### config.mk
export PLATFORM = sky130hd
export DESIGN_NAME = fasof_ram
export DESIGN_NICKNAME = d
export VERILOG_FILES = /design/src/design/fasof_ram.sv
export SDC_FILE = /design/constraint.sdc
export NUM_CORES = 1
export LEC_CHECK = 0
export ABC_AREA = 1
export ABC_CLOCK_PERIOD_IN_PS = 1200
export BUFFER_PORTS_ARGS = -buffer_cell sky130_fd_sc_hd__buf_2
export CAP_MARGIN = 20
export CELL_PAD_IN_SITES_DETAIL_PLACEMENT = 0
export CELL_PAD_IN_SITES_GLOBAL_PLACEMENT = 1
export CORE_MARGIN = 2
export CORE_UTILIZATION = 51
export CTS_CLUSTER_SIZE = 28
export DETAILED_ROUTE_END_ITERATION = 12
export PLACE_DENSITY = 0.86
export SLEW_MARGIN = 25
export SYNTH_ARGS = -nofsm -noshare
export SYNTH_HDL_FRONTEND = slang
export SYNTH_SLANG_ARGS = --single-unit
### constraint.sdc
create_clock -name i_clk -period 1.2 [get_ports i_clk]
set_input_delay 0.06 -clock i_clk [delete_from_list [all_inputs] [get_ports i_clk]]
set_output_delay 0.06 -clock i_clk [all_outputs]
set_load 0.01 [all_outputs]
### src/design/fasof_ram.sv
// Generic single-write, single-read RAM with registered read data.
// No dependencies.
module fasof_ram #(
    parameter int WIDTH = 8,
    parameter int DEPTH = 32
) (
    input  logic                     i_clk,
    input  logic                     i_we,
    input  logic [$clog2(DEPTH)-1:0] i_waddr,
    input  logic [WIDTH-1:0]         i_wdata,
    input  logic [$clog2(DEPTH)-1:0] i_raddr,
    output logic [WIDTH-1:0]         o_rdata
);
    logic [WIDTH-1:0] r_mem [DEPTH];

    always_ff @(posedge i_clk) begin
        if (i_we) begin
            r_mem[i_waddr] <= i_wdata;
        end
        o_rdata <= r_mem[i_raddr];
    end
endmodule

==> impl_metrics.yaml, run 1 <==
critical_path:
  arrival_ns: 1.54
  path_max_fanout: 1
  crit_start: "r_mem[30][3]"
  end_kind: "flop"
  crit_type: "reg2reg"
  worst_ep_required_time_ns: 1.62
  r2r-start: "r_mem[30][3]"
  startpoint_type: "flop"
grt:
  grt_pass1_vias: 6927
  grt_start_max_net_pins: 53
  busiest_layer: "met2"
  track_usage: 0.2279
  grt_pass1_wl_mm: 38.45
  grt_util_met3: 0.02866
  antenna_found_initial: 0
  grt_overflow_total: 0
  met1_usage: 0.3222
  use_met2: 0.3773
power_and_ir_drop:
  ir_worst_vdd_mv: 1.236
  cellPowerDensity_mw_per_mm2: 1562
  finalPower_mw: 19.64
  power_leakage_nw: 4.786
place:
  dp.cells: 1247
  port_buffers: 27
  gp_congestion: 0.8061
  place_hpwl_mm: 15.16
clocking:
  cts_tree: "built"
  ctsRootBufferMaster: "clkbuf_16"
  cts-buffers-inserted: 26
  clkSlewWorstSetupHoldPaths_ns: 0.07
  post_cts_buffers: 0
  h-tree-depth: 1
  cts_sinks: 264
  clock_path_buffers: 3
  clk_latency_ns: 0.52
sta:
  skew_ns: 0.009487
  final-setup-viol-count: 0
  hold_violations: 0
  tightest_slew_ns: 0.6774
  hold_ws_ns: 0.05198
  finalCritPeriodShare: 0.9346
  fin_crit_ns: 1.121
  slew_violations: 0
  slew_headroom: 0.5484
  max_freq_mhz: 891.7
synthesis:
  post-synth-top-count-cell: "nand2_1"
  synth_flop_cell: "edfxtp_1"
  synthSimpleGateAreaFrac: 0.2311
  synth_fa_ha_area_frac: 0
  synth_edf_count: 256
  synthesis.area_mm2: 0.01079
  synth.area.mux_share: 0
  synthCells: 922
  synth_top_area_share: 0.7127
  synth-compound-area-share: 0
  synth_nets: 942
  avgSynthCellArea_um2: 11.70
  yosys-top-cells-count: "nand2_1 (360), edfxtp_1 (256), nand3_1 (204)"
  yosysUniqueCellTypes: 12
  synth_top_area_cell: "edfxtp_1"
  yosysWarnings: 0
  synthArstFlopShare: 0
  yosys-top-cells-area: "edfxtp_1 (71%), nand2_1 (13%), nand3_1 (9.5%), buf_6 (2.5%), dfxtp_1 (1.5%)"
  ys_ff_latch: 264
  synth-xor-area-share: 0
  ys_seq_area_frac: 0.7275
  synth_top_family_by_area: "simple AND/OR/NAND/NOR gates"
die:
  initial_core_util: 0.5164
  die_area_mm2: 0.02233
  die_h_um: 149.4
  die_x_um: 149.4
  io_pins: 28
  core_mm2: 0.02089
  num_rows: 53
detailed_routing:
  drc_errors: 0
  avgViaCountPerCell: 5.487
  dr_total_vias: 7138
  avgRoutedWirePerCell_um: 19.05
  routed_wl_mm: 24.79
  drt_iter0_drc: 755
  first_pass_iters: 5
  ant_nets: 0
layout:
  nFillCells: 1619
  n_antenna_cell: 0
  fin_nets: 1026
  area_delta_synth_final_pct: 16.59
  layout.cells.non_filler: 1301
  drive_above_1_share: 0.1491
worst_hold_path:
  hold_class: "in2reg"
  hp-start: "i_waddr[3]"
outcome:
  status: "completed"
flow_run:
  cap_violations: 0
flip-flops by register name, summed over array words and instances, names as in the netlist:
name     flops
r_mem      256
o_rdata      8
critical path, cell delays in order (launching register included):
cell and delay, ns:
edfxtp_1 0.38, nand2_1 0.08, nand3_1 0.08, nand3_1 0.11, nand2_1 0.09, nand2_1 0.07, nand2_1 0.09, nand2_1 0.07
nand2_1 0.05
worst paths after layout:
check                               endpoint  slack [ns]  cells after the start
worst max register to register    o_rdata[3]        0.08                      8
worst min-delay path            r_mem[10][6]        0.05                      3
worst max-delay path              o_rdata[3]        0.08                      8
worst min register to register    o_rdata[1]        0.77                      8
where the power goes:
group / switching [mW] / total (mW) / internal [mW] / leakage [nW]
registers: 0.0452 / 10.3 / 10.2 / 2.37
clock network: 3.30 / 7.97 / 4.67 / 0.414
logic: 0.909 / 1.37 / 0.464 / 2.00
placed cells by master, fill, tap and decap left out:
cell type	netlist	final
buf_12	0	17
buf_2	15	26
buf_4	4	59
bufinv_16	0	2
clkbuf_1	7	5
clkbuf_16	0	27
clkbuf_8	0	2
clkinv_1	0	3
clkinv_2	0	7
clkinvlp_4	0	2
dfxtp_1	8	8
dlygate4sd3_1	0	6
edfxtp_1	256	256
inv_1	8	8
inv_2	2	1
inv_6	0	1
nand2_1	360	355
nand2_2	0	5
nand3_1	204	200
nand3_2	0	4
nor2_1	32	32
stage by stage:
step / setup slack, ns / util / setup TNS [ns] / cell area, um2
after global placement: -0.1747 / 0.5571 / -0.7932 / 11640
after floorplan: 0.1060 / - / 0 / 10790
final: 0.07853 / 0.6020 / 0 / 12580
after CTS: 0.03085 / 0.6005 / 0 / 12540
after global routing: -0.0007778 / 0.6020 / -0.0007778 / 12580
after detailed placement: -0.1596 / 0.5571 / -0.8694 / 11640
layer usage:
metal  share of wire  wire length [um]  vias to the layer above
li1                -                 -                     3367
met1            0.43             10710                     3480
met2            0.48             12010                      249
met3           0.065              1603                       42
met4           0.019               466                        0
met5               0                 0                        -
logic make-up after synthesis:
| group | after synthesis |
|---|---|
| buffers and inverters | 62 |
| DFF | 264 |
| and+or+nand+nor | 596 |
repair_timing:
action | in CTS | in global routing
hold endpoints to repair | 148 | 0
hold buffers | 6 | 0
resized for setup | 0 | 9
setup endpoints to repair | 0 | 4
layout make-up:
| cell class | instances | area, um2 | share of cell area |
|---|---|---|---|
| Clock buffer | 34 | 721.9 | 0.05741 |
| Clock inverter | 14 | 125.1 | 0.009949 |
| Inverter | 10 | 38.79 | 0.003084 |
| Multi-Input combinational cell | 596 | 2525 | 0.2008 |
| Sequential cell | 264 | 7848 | 0.6240 |
| Tap cell | 275 | 344.1 | 0.02736 |
| Timing Repair Buffer | 108 | 973.4 | 0.07741 |
Power figures use the tool's default switching activity.
==> run 2, diff against run 1 <==
--- a/config.mk
+++ b/config.mk
@@ -9,13 +9,11 @@
 export ABC_CLOCK_PERIOD_IN_PS = 1200
 export BUFFER_PORTS_ARGS = -buffer_cell sky130_fd_sc_hd__buf_2
 export CAP_MARGIN = 20
-export CELL_PAD_IN_SITES_DETAIL_PLACEMENT = 0
-export CELL_PAD_IN_SITES_GLOBAL_PLACEMENT = 1
 export CORE_MARGIN = 2
-export CORE_UTILIZATION = 51
+export CORE_UTILIZATION = 59
 export CTS_CLUSTER_SIZE = 28
 export DETAILED_ROUTE_END_ITERATION = 12
-export PLACE_DENSITY = 0.86
+export PLACE_DENSITY = 0.83
 export SLEW_MARGIN = 25
 export SYNTH_ARGS = -nofsm -noshare
 export SYNTH_HDL_FRONTEND = slang
==> run 2 against run 1 <==
Largest cell class unchanged. First-iteration DRC count is 32% higher. Combinational power is 5% higher. Critical endpoint is now o_rdata[5]. Flip-flop and latch count stayed put. Fmax fell by 4.8%. Largest power group unchanged. Final cell count fell by 3.1%. Critical path type is now reg2out. Wire length is 3.1% higher. Critical path depth down 7. Sequential share of layout area is essentially flat.
==> impl_metrics.yaml, run 2 (synthesis results as in run 1) <==
outcome:
  status: "completed"
layout:
  nFillCells: 1102
  area_delta_synth_final_pct: 16.60
  finish.utilization: 0.7001
  drive_above_1_share: 0.1444
  layout_common_cells: "nand2_1 (358), edfxtp_1 (256), nand3_1 (202), buf_4 (58), nor2_1 (32)"
  layout.cells.non_filler: 1261
  n_antenna_cell: 0
  largestRegisters: "r_mem (256), o_rdata (8)"
  top_register: "r_mem"
  fin_nets: 1035
  largest_register_ffs: 256
  layout_commonest_cell: "nand2_1"
place:
  port_buffers: 27
  gp_congestion: 0.8736
  place_hpwl_mm: 15.71
  dp.cells: 1208
  place_ws_ns: -0.09569
grt:
  grt_overflow_total: 0
  track_usage: 0.2652
  antenna_found_initial: 0
  grt_pass1_vias: 7526
  grt_start_max_net_pins: 42
  grt_pass1_wl_mm: 39.96
clocking:
  cts_sinks: 264
  cts-buffers-inserted: 25
  h-tree-depth: 1
  clock_path_buffers: 3
  clk_latency_ns: 0.52
  ctsRootBufferMaster: "clkbuf_16"
  clkSlewWorstSetupHoldPaths_ns: 0.06
  cts_tree: "built"
sta:
  slew_violations: 0
  final-setup-viol-count: 0
  slew_headroom: 0.7948
  fin_ws_ns: 0.02237
  fin_crit_ns: 1.178
  max_freq_mhz: 849.2
  skew_ns: 0.01210
  tightest_slew_ns: 0.3079
  hold_ws_ns: 0.1491
  finalCritPeriodShare: 0.9814
  hold_violations: 0
power_and_ir_drop:
  ir_worst_vdd_mv: 1.188
  power_leakage_nw: 4.818
  cellPowerDensity_mw_per_mm2: 1510
  finalPower_mw: 18.99
die:
  num_rows: 49
  initial_core_util: 0.6005
  io_pins: 28
  core_mm2: 0.01796
  die_h_um: 139.2
  die_x_um: 139.2
  die_area_mm2: 0.01938
detailed_routing:
  avgRoutedWirePerCell_um: 20.27
  dr_total_vias: 7544
  avgViaCountPerCell: 5.983
  drt_iter0_drc: 993
  first_pass_iters: 6
  ant_nets: 0
  drc_errors: 0
  routed_wl_mm: 25.56
flow_run:
  cap_violations: 0
critical_path:
  path_cells: "buf_2"
  cpPeakStageDelay_ns: 0.42
  critPathSlowestCell: "dfxtp_1"
  end_kind: "output port"
  cp_top_family: "flip-flops"
  path_max_fanout: 1
  crit_type: "reg2out"
  crit_buf_inv: 1
  startpoint_type: "flop"
  worst_ep_required_time_ns: 1.14
  arrival_ns: 1.12
worst_hold_path:
  hold_class: "in2reg"
[run 2: cell count changes in the layout (fill, tap and decap cells not counted), moves of 3 or more]
cell	previous run	this run
buf_12	17	25
nand2_2	5	2
dlygate4sd3_1	6	9
clkinv_1	3	7
nand2_1	355	358
[run 2: report_power, final]
group	internal (mW)	switching, mW
Clock	4.02	3.22
Sequential	10.2	0.0578
Combinational	0.516	0.928
Total	14.8	4.20
[run 2: what timing repair did]
item	4_1_cts	5_1_grt
resized for setup	0	5
hold buffers	9	0
endpoints found under the hold margin	221	0
setup endpoints to repair	0	5
setup buffers	0	0
[run 2: layer usage]
layer / vias to the layer above / routed length [um] / share of wire / track usage
met2: 456 / 12820 / 0.50 / 0.4496
met3: 92 / 2201 / 0.086 / 0.03476
met5: - / 0 / 0 / 0
met1: 3600 / 9332 / 0.37 / 0.3423
li1: 3396 / - / - / -
met4: 0 / 1199 / 0.047 / 0.1302
[run 2: worst paths after layout]
path / start / endpoint / slack [ns] / cells past startpoint
worst min-delay path: i_raddr[3] / o_rdata[5] / 0.15 / 6
worst max-delay path: o_rdata[5] / o_rdata[5] / 0.02 / 1
worst max register to register: r_mem[16][1] / o_rdata[1] / 0.05 / 8
worst min register to register: r_mem[10][2] / o_rdata[2] / 0.75 / 8
[run 2: area by class of cell]
class,instances,area [um2],area share
Tap cell,229,286.5,0.02278
Timing Repair Buffer,118,1156,0.09192
Sequential cell,264,7849,0.6241
Clock buffer,29,640.6,0.05093
Multi-Input combinational cell,596,2507,0.1994
Inverter,10,38.79,0.003084
Clock inverter,15,98.84,0.007859
[run 2: stage by stage]
stage / TNS, ns / cell area (um2)
finish: 0 / 12580
global route: -0.002451 / 12580
CTS: 0 / 12560
detailed placement: -0.7799 / 11730
global placement: -0.1314 / 11730
floorplan: 0 / 10790
