$ cat src/design/fasof_pkg.sv
// Package for the fix-anchored segment outlier filter.
// Widths, register indexes and solution codes shared by the other files but fasof_ram.
// No dependencies.
package fasof_pkg;
    localparam int RUN_DEPTH  = 32;
    localparam int ADDR_W     = $clog2(RUN_DEPTH);
    localparam int LEN_W      = $clog2(RUN_DEPTH + 1);
    localparam int TIME_W     = 40;
    localparam int POS_W      = 34;
    localparam int DIFF_W     = POS_W + 1;
    localparam int DT_W       = TIME_W + 1;
    localparam int GAP_W      = 32;
    localparam int CNT_W      = 16;
    localparam int MW         = 80;
    localparam int PW         = 2 * MW;
    localparam int ENTRY_W    = 1 + TIME_W + 3 * POS_W;
    localparam int CFG_IDX_W  = 3;
    localparam int CFG_DATA_W = 32;

    localparam logic [CFG_IDX_W-1:0] REG_MIN_SEG   = 3'd0;
    localparam logic [CFG_IDX_W-1:0] REG_MAX_GAP   = 3'd1;
    localparam logic [CFG_IDX_W-1:0] REG_MAX_SPEED = 3'd2;
    localparam logic [CFG_IDX_W-1:0] REG_MIN_SPEED = 3'd3;
    localparam logic [CFG_IDX_W-1:0] REG_MAX_RES   = 3'd4;
    localparam logic [CFG_IDX_W-1:0] REG_FLOAT_ONLY = 3'd5;

    localparam logic [1:0] KIND_FLOAT = 2'd1;
    localparam logic [1:0] KIND_FIXED = 2'd2;

    // ms to s scale, squared side of the speed test
    localparam logic [19:0] SPEED_SCALE = 20'd1000000;

    typedef logic [PW-1:0] t_wide;
endpackage

$ cat src/design/fasof_mul.sv
// Shared shift-add multiplier: one bit of the second operand per cycle.
// Depends on fasof_pkg.
module fasof_mul (
    input  logic                   i_clk,
    input  logic                   i_rst_n,
    input  logic                   i_start,
    input  logic [fasof_pkg::MW-1:0] i_a,
    input  logic [fasof_pkg::MW-1:0] i_b,
    output logic                   o_done,
    output logic [fasof_pkg::PW-1:0] o_p
);
    import fasof_pkg::*;

    logic          r_busy;
    logic [PW-1:0] r_a;
    logic [MW-1:0] r_b;
    logic [PW-1:0] r_acc;

    always_ff @(posedge i_clk) begin
        if (!i_rst_n) begin
            r_busy <= 1'b0;
        end else if (i_start) begin
            r_busy <= 1'b1;
        end else if (r_busy && r_b == '0) begin
            r_busy <= 1'b0;
        end
    end

    always_ff @(posedge i_clk) begin
        if (i_start) begin
            r_a   <= PW'(i_a);
            r_b   <= i_b;
            r_acc <= '0;
        end else if (r_busy && r_b != '0) begin
            if (r_b[0]) begin
                r_acc <= r_acc + r_a;
            end
            r_a <= r_a << 1;
            r_b <= r_b >> 1;
        end
    end

    assign o_done = r_busy && (r_b == '0);
    assign o_p    = r_acc;
endmodule

$ cat config.mk
export PLATFORM = sky130hd
export DESIGN_NAME = fasof_mul
export DESIGN_NICKNAME = d
export VERILOG_FILES = /design/src/design/fasof_pkg.sv /design/src/design/fasof_mul.sv
export SDC_FILE = /design/constraint.sdc
export NUM_CORES = 1
export LEC_CHECK = 0
export ABC_CLOCK_PERIOD_IN_PS = 3700
export BUFFER_PORTS_ARGS = -buffer_cell sky130_fd_sc_hd__buf_2
export CELL_PAD_IN_SITES_DETAIL_PLACEMENT = 0
export CELL_PAD_IN_SITES_GLOBAL_PLACEMENT = 1
export CORE_AREA = 5 5 259 261
export CTS_CLUSTER_DIAMETER = 120
export DETAILED_ROUTE_END_ITERATION = 8
export DIE_AREA = 0 0 264 266
export GPL_TIMING_DRIVEN = 0
export PLACE_DENSITY_LB_ADDON = 0.1
export SETUP_SLACK_MARGIN = 0.05
export SLEW_MARGIN = 30
export SYNTH_ARGS = -nofsm -noshare
export SYNTH_HDL_FRONTEND = slang
export SYNTH_SLANG_ARGS = --single-unit
$ cat constraint.sdc
create_clock -name i_clk -period 3.7 [get_ports i_clk]
set_clock_uncertainty 0.05 [all_clocks]
set_input_delay 0.37 -clock i_clk [delete_from_list [all_inputs] [get_ports i_clk]]
set_output_delay 0.37 -clock i_clk [all_outputs]
set_load 0.005 [all_outputs]
==> results of run 1 <==
[critical path: cells and delay by family, from the launching register on]
kind / cells / cell delay, ns
AO/OA/AOI/OAI: 10 / 2.01
adder cells (fa/ha/maj): 1 / 0.33
buffers and inverters: 2 / 0.29
flip-flops: 1 / 0.48
multiplexers: 1 / 0.28
AND/OR/NAND/NOR: 2 / 0.19
[final timing paths]
kind         slack [ns]               endpoint  cells past startpoint            startpoint
max               -0.09  o_p[159]$_SDFFE_PP0P_                     16      r_a[1]$_DFFE_PP_
min                0.03      r_b[17]$_DFFE_PP_                      2               i_b[17]
max reg2reg       -0.09  o_p[159]$_SDFFE_PP0P_                     16      r_a[1]$_DFFE_PP_
min reg2reg        0.42   o_p[55]$_SDFFE_PP0P_                      2  o_p[55]$_SDFFE_PP0P_
[registers in the layout, summed over array words and instances, names as in the netlist]
signal,cells
o_p,160
r_a,160
r_b,80
r_busy,1
[stage by stage]
stage | utilization | power, W | area (um^2)
after floorplan | - | 0.00663 | 26200
after global placement | 0.450 | 0.00739 | 28900
after detailed placement | 0.452 | 0.00742 | 29000
after CTS | 0.523 | 0.0126 | 33600
after global routing | 0.540 | 0.0132 | 34700
final | 0.540 | 0.0126 | 34700
[power groups by stage]
stage | logic [W] | clock network (W) | registers [W]
floorplan | 0.00149 | 0 | 0.00514
global placement | 0.00219 | 0 | 0.00521
detailed placement | 0.00221 | 0 | 0.00521
CTS | 0.00263 | 0.00482 | 0.00513
global route | 0.00304 | 0.00501 | 0.00517
finish | 0.00281 | 0.00469 | 0.00514
[what timing repair did]
item | 4_1_cts | 5_1_grt
pin swaps | 85 | 93
endpoints found under the setup margin | 159 | 140
setup buffers | 72 | 51
gates resized for setup | 295 | 181
hold buffers | 121 | 0
hold endpoints to repair | 121 | 0
[metal layers]
metal,track usage,vias up
met2,0.454,653
met4,0.0724,2
li1,-,12300
met3,0.0381,142
met5,0,-
met1,0.358,12400
[layout make-up]
type	instances	area (um^2)	area share
timing repair buffer	569	3930	0.113
tap	855	1070	0.0309
clock buffer	57	1250	0.0362
inverter	62	233	0.00671
buffer	143	701	0.0202
sequential	401	9640	0.278
multi-input combinational	2419	17600	0.507
clock inverter	28	275	0.00794
[cell usage in the layout, fill, tap and decap left out, types with 10 or more instances in the layout]
| cell | n |
|---|---|
| dfxtp_1 | 236 |
| a31oi_4 | 11 |
| mux2_2 | 158 |
| nor2_2 | 15 |
| o21ai_1 | 42 |
| buf_1 | 16 |
| o21ai_2 | 26 |
| nor2b_1 | 11 |
| nand4_1 | 95 |
| xnor2_1 | 85 |
| mux2i_1 | 81 |
| a21o_1 | 64 |
| clkbuf_2 | 11 |
| dlygate4sd3_1 | 121 |
| a21oi_1 | 366 |
| o211ai_1 | 10 |
| inv_1 | 62 |
| nand2_1 | 441 |
| o21a_1 | 21 |
| ha_1 | 115 |
| buf_2 | 335 |
| a31oi_1 | 16 |
| a21oi_2 | 49 |
| clkbuf_16 | 47 |
| and3_1 | 11 |
| ha_2 | 17 |
| o21ai_0 | 122 |
| nand2b_1 | 11 |
| nor3_2 | 10 |
| nor2_1 | 229 |
| xor2_1 | 55 |
| edfxtp_1 | 160 |
| nor3_1 | 23 |
| buf_4 | 110 |
| ha_4 | 27 |
| o21bai_1 | 58 |
| buf_6 | 20 |
| nor4_1 | 25 |
| nand3_1 | 19 |
| clkbuf_1 | 89 |
[cell families after synthesis]
| family | after synthesis | share of synthesized area |
|---|---|---|
| multiplexers | 239 | 0.0987 |
| flip-flops | 401 | 0.367 |
| AO/OA/AOI/OAI | 907 | 0.209 |
| adder cells (fa/ha/maj) | 160 | 0.0766 |
| buffers and inverters | 237 | 0.0352 |
| AND/OR/NAND/NOR | 967 | 0.164 |
| XOR/XNOR | 146 | 0.0488 |
==> impl_metrics.yaml, run 1 <==
synthesis:
  synthFlopType: "dfxtp_1"
  synth_edf_count: 160
  synth_warnings: 0
  netlist_instances: 3057
  yosysSeqAreaShare: 0.367
  yosys.area.top_type: "dfxtp_1"
  syn_avg_cell_area_um2: 8.58
  synth_most_common_cell: "nand2_1"
  syn_area_um2: 26200
  synth_fp_nets: 3380
  ys_ff_latch: 401
  synth_top_area_share: 0.184
  synthArstFlopShare: 0
  synth.area.top_cells: "dfxtp_1 (18%), edfxtp_1 (18%), a21oi_1 (8.1%), ha_1 (7.6%), mux2_2 (6.8%)"
  yosys-top-cells-count: "nand2_1 (448), a21oi_1 (422), nor2_1 (248)"
  synth_cell_type_count: 92
worst_setup_path:
  cp.arrival_ns: 4.20
  cp-start-kind: "flop"
  crit_chain: "ha_4, a211oi_4, o21ai_2, buf_4, nand4_1, buf_6, a211oi_4, o21ai_4, a211oi_4, nor2_4, a311oi_4, o21ai_1, a31oi_1, mux2i_1, a21o_1, a21oi_1"
  path_class: "reg -> reg"
  end_kind: "flop"
  cp_data_required_time_ns: 4.10
  worstPathMaxFanout: 3
  crit_path_max_incr_delay_ns: 0.48
  crit_slowest_cell: "edfxtp_1"
  crit_top_cell: "a211oi_4"
timing:
  final.setup.worst_slack_ns: -0.0921
  slew_headroom: 0.292
  rsz0062_at_grt: "true"
  setup_violations: 6
  timing.final.crit_period_ns: 3.79
  finalHoldViolations: 0
  finalCritPeriodShare: 1.02
  hold_slack_ns: 0.0326
  drv_slew: 0
  worst_slew_pin_slew_ns: 1.05
  setup_tns_ns: -0.274
  clock.fmax_mhz: 264
global_routing:
  grt_max_degree: 47
  grt_pass1_wl_um: 149000
  grt_overflow: 0
  grt_pass1_vias: 25500
  antenna_found_initial: 3
  grt_util_all_layers: 0.267
clock_network:
  clockBufferDepth: 3
  clk_latency_ns: 0.61
  path_clk_slew_ns: 0.06
  cts_made_buffers: 47
  h-tree-depth: 2
  cts-root-buf: "clkbuf_16"
  clock_sinks: 401
  cts_tree: "built"
cells_and_area:
  area_delta_synth_final_pct: 32.2
  instances_no_fill: 4534
  fill_cells: 6127
  layout-drive-gt1-share: 0.278
  nets: 3966
  diodes: 0
placed_design:
  gp_congestion: 0.924
  dp_hpwl_um: 78400
  port_buffers: 322
  place_inst: 4239
  pre_cts_slack_ns: -1.24
floorplanning:
  fp.dieH_um: 266
  row_count: 93
  ioPinCount: 324
  initial_utilization: 0.408
  die_area_um2: 70200
  core_area_um2: 64200
  die_w_um: 264
run_status:
  violations: "negative setup slack"
  outcome: "finished with violations"
pwr:
  p_switching_w: 0.00380
  power.internal_w: 0.00884
  cellLeakagePower_nw: 13.8
  p_per_area_nw_per_um2: 365
  p_clk_frac: 0.371
  power_frac_seq: 0.407
  peakVddDrop_uv: 357
  sw_frac_of_total: 0.300
  pwr-share-comb: 0.222
route:
  drc_errors: 0
  vias: 25500
  ant_nets: 0
  firstDrtPassIters: 6
  routed.top_layer: "met5"
  wl_met2_um: 47600
  drtIter0Drc: 1779
  wl_met3_um: 5310
  m1WireLength_um: 44000
  routed_via_density: 5.62
  wl_per_cell_um: 22.0
  wl_um: 99900
run:
  drv_cap: 0
min_path:
  hold_class: "in -> reg"
Power figures use the tool's default switching activity.
==> run 2: changes to the inputs <==
- CORE_AREA: 5 5 259 261 -> 5 5 299 228
- DIE_AREA: 0 0 264 266 -> 0 0 304 233
==> impl_metrics.yaml, run 2 (same netlist as run 1, synthesis figures left out) <==
worst_setup_path:
  crit_family: "compound AO/OA/AOI/OAI gates"
  cp.arrival_ns: 4.31
  cp_data_required_time_ns: 4.14
  crit_chain: "ha_1, clkbuf_4, nand4_1, o31ai_2, a31oi_2, o41ai_2, buf_4, o31a_4, a21oi_4, a2111oi_4, nor3_4, buf_12, o41ai_4, a21boi_2, o21ai_1"
  cp-start-kind: "flop"
  rrSetupSlack_ns: -0.18
  end_kind: "flop"
  regToRegStartpoint: "r_a[60]$_DFFE_PP_"
  critPathBufInv: 3
  reg2regPathDepth: 15
  crit_slowest_cell: "edfxtp_1"
  reg2reg_to: "o_p[146]$_SDFFE_PP0P_"
  crit_start: "r_a[60]$_DFFE_PP_"
  worstPathMaxFanout: 8
  path_class: "reg -> reg"
  crit_path_max_incr_delay_ns: 0.42
floorplanning:
  row_count: 81
  core_area_um2: 64800
  initial_utilization: 0.405
  die_area_um2: 70800
  die_w_um: 304
  ioPinCount: 324
  fp.dieH_um: 233
timing:
  setup_violations: 13
  clock.fmax_mhz: 258
  worst_slew_pin_slew_ns: 0.983
  final.setup.worst_slack_ns: -0.176
  finalCritPeriodShare: 1.05
  finalHoldViolations: 0
  drv_slew: 0
  timing.final.crit_period_ns: 3.88
  hold_slack_ns: 0.0247
  slew_headroom: 0.345
  rsz0062_at_grt: "true"
pwr:
  power.total_w: 0.0128
  cellLeakagePower_nw: 13.8
  peakVddDrop_uv: 380
  p_per_area_nw_per_um2: 369
route:
  drc_errors: 0
  vias: 25600
  wl_per_cell_um: 22.5
  wl_um: 102000
  routed_via_density: 5.65
  firstDrtPassIters: 5
  ant_nets: 0
  drtIter0Drc: 1962
placed_design:
  port_buffers: 322
  dp_hpwl_um: 78800
  gp_congestion: 0.959
min_path:
  hold_depth: 2
  min_to: "r_b[40]$_DFFE_PP_"
  hold_class: "in -> reg"
  holdCritStartpoint: "i_b[40]"
clock_network:
  path_clk_slew_ns: 0.07
  cts_made_buffers: 45
  cts_tree: "built"
  clk_latency_ns: 0.61
  clockBufferDepth: 3
  cts-root-buf: "clkbuf_16"
  clock_sinks: 401
  h-tree-depth: 2
cells_and_area:
  diodes: 0
  layout-drive-gt1-share: 0.293
  nets: 3942
  final_common_cell: "nand2_1"
  final_cell_mix: "nand2_1 (438), a21oi_1 (346), buf_2 (332), dfxtp_1 (237), nor2_1 (231)"
  area_delta_synth_final_pct: 32.2
run_status:
  violations: "negative setup slack"
  outcome: "finished with violations"
global_routing:
  grt_overflow: 0
  grt_pass1_wl_um: 150000
  antenna_found_initial: 3
  grt_util_all_layers: 0.271
  grt_max_degree: 47
  grt_pass1_vias: 24500
run:
  drv_cap: 0
[run 2: cell types whose count changed in the layout (fill, tap and decap cells not counted), moves of 5 or more]
cell and delta:
dlygate4sd3_1 -41, a21oi_1 -20, a21oi_2 +13, buf_4 +13, clkbuf_1 +9, o21ai_0 -8
a21oi_4 +7, clkinv_1 -7, clkinv_2 -6, clkbuf_2 +5, ha_1 -5, ha_4 +5
xnor2_1 -5, xnor2_2 +5
[run 2: how the worst max path moves through the flow]
stage | depth (start not counted) | endpoint
after floorplan | 6 | r_a[0]$_SDFFCE_PN0P_
after global placement | 6 | r_b[74]$_DFFE_PP_
after detailed placement | 15 | o_p[159]$_SDFFE_PP0P_
after CTS | 14 | o_p[107]$_SDFFE_PP0P_
after global routing | 15 | o_p[146]$_SDFFE_PP0P_
final | 15 | o_p[146]$_SDFFE_PP0P_
[run 2: where the power goes]
| group | leakage (nW) | internal (W) | total, W | switching [W] |
|---|---|---|---|---|
| logic | 9.51 | 0.00123 | 0.00286 | 0.00164 |
| clock network | 0.734 | 0.00273 | 0.00476 | 0.00204 |
| registers | 3.56 | 0.00492 | 0.00516 | 0.000240 |
[run 2: repair_timing]
| item | CTS | global route |
|---|---|---|
| endpoints found under the hold margin | 80 | 0 |
| setup buffers | 68 | 70 |
| setup endpoints to repair | 158 | 140 |
| resized for setup | 279 | 255 |
| gates cloned | 0 | 0 |
| hold buffers | 80 | 0 |
| pin swaps | 92 | 129 |
[run 2: metal layers]
layer | GRT usage | up-vias | part of all wire
met2 | 0.403 | 854 | 0.42
met3 | 0.0661 | 124 | 0.080
met4 | 0.0593 | 6 | 0.022
met5 | 0 | - | 0.00033
li1 | - | 12200 | -
met1 | 0.400 | 12400 | 0.48
[run 2: stage by stage]
stage / cell area [um^2] / utilization / worst slack [ns] / cells / setup TNS (ns)
3_5_place_dp: 29100 / 0.449 / -1.40 / 4255 / -73.10
4_1_cts: 33100 / 0.511 / -0.0870 / 4463 / -0.332
2_1_floorplan: 26200 / - / 0.265 / 3057 / 0
5_1_grt: 34700 / 0.535 / -0.290 / 4525 / -3.31
3_3_place_gp: 28900 / 0.447 / -1.78 / 4250 / -391.85
6_report: 34700 / 0.535 / -0.176 / 4525 / -0.820
[run 2: layout make-up]
| type | count | area, um^2 |
|---|---|---|
| Buffer | 149 | 701 |
| Clock buffer | 60 | 1230 |
| Clock inverter | 22 | 313 |
| Fill cell | 6048 | 30100 |
| Inverter | 62 | 233 |
| Multi-Input combinational cell | 2419 | 17900 |
| Sequential cell | 401 | 9630 |
| Tap cell | 871 | 1090 |
| Timing Repair Buffer | 541 | 3620 |
[run 2: worst register-to-register path, cell delays in order, from the launching register on]
cell       delay, ns
edfxtp_1        0.42
ha_1            0.30
clkbuf_4        0.19
nand4_1         0.29
o31ai_2         0.38
a31oi_2         0.10
o41ai_2         0.36
buf_4           0.19
o31a_4          0.19
a21oi_4         0.11
a2111oi_4       0.38
nor3_4          0.07
buf_12          0.17
o41ai_4         0.29
a21boi_2        0.22
o21ai_1         0.06
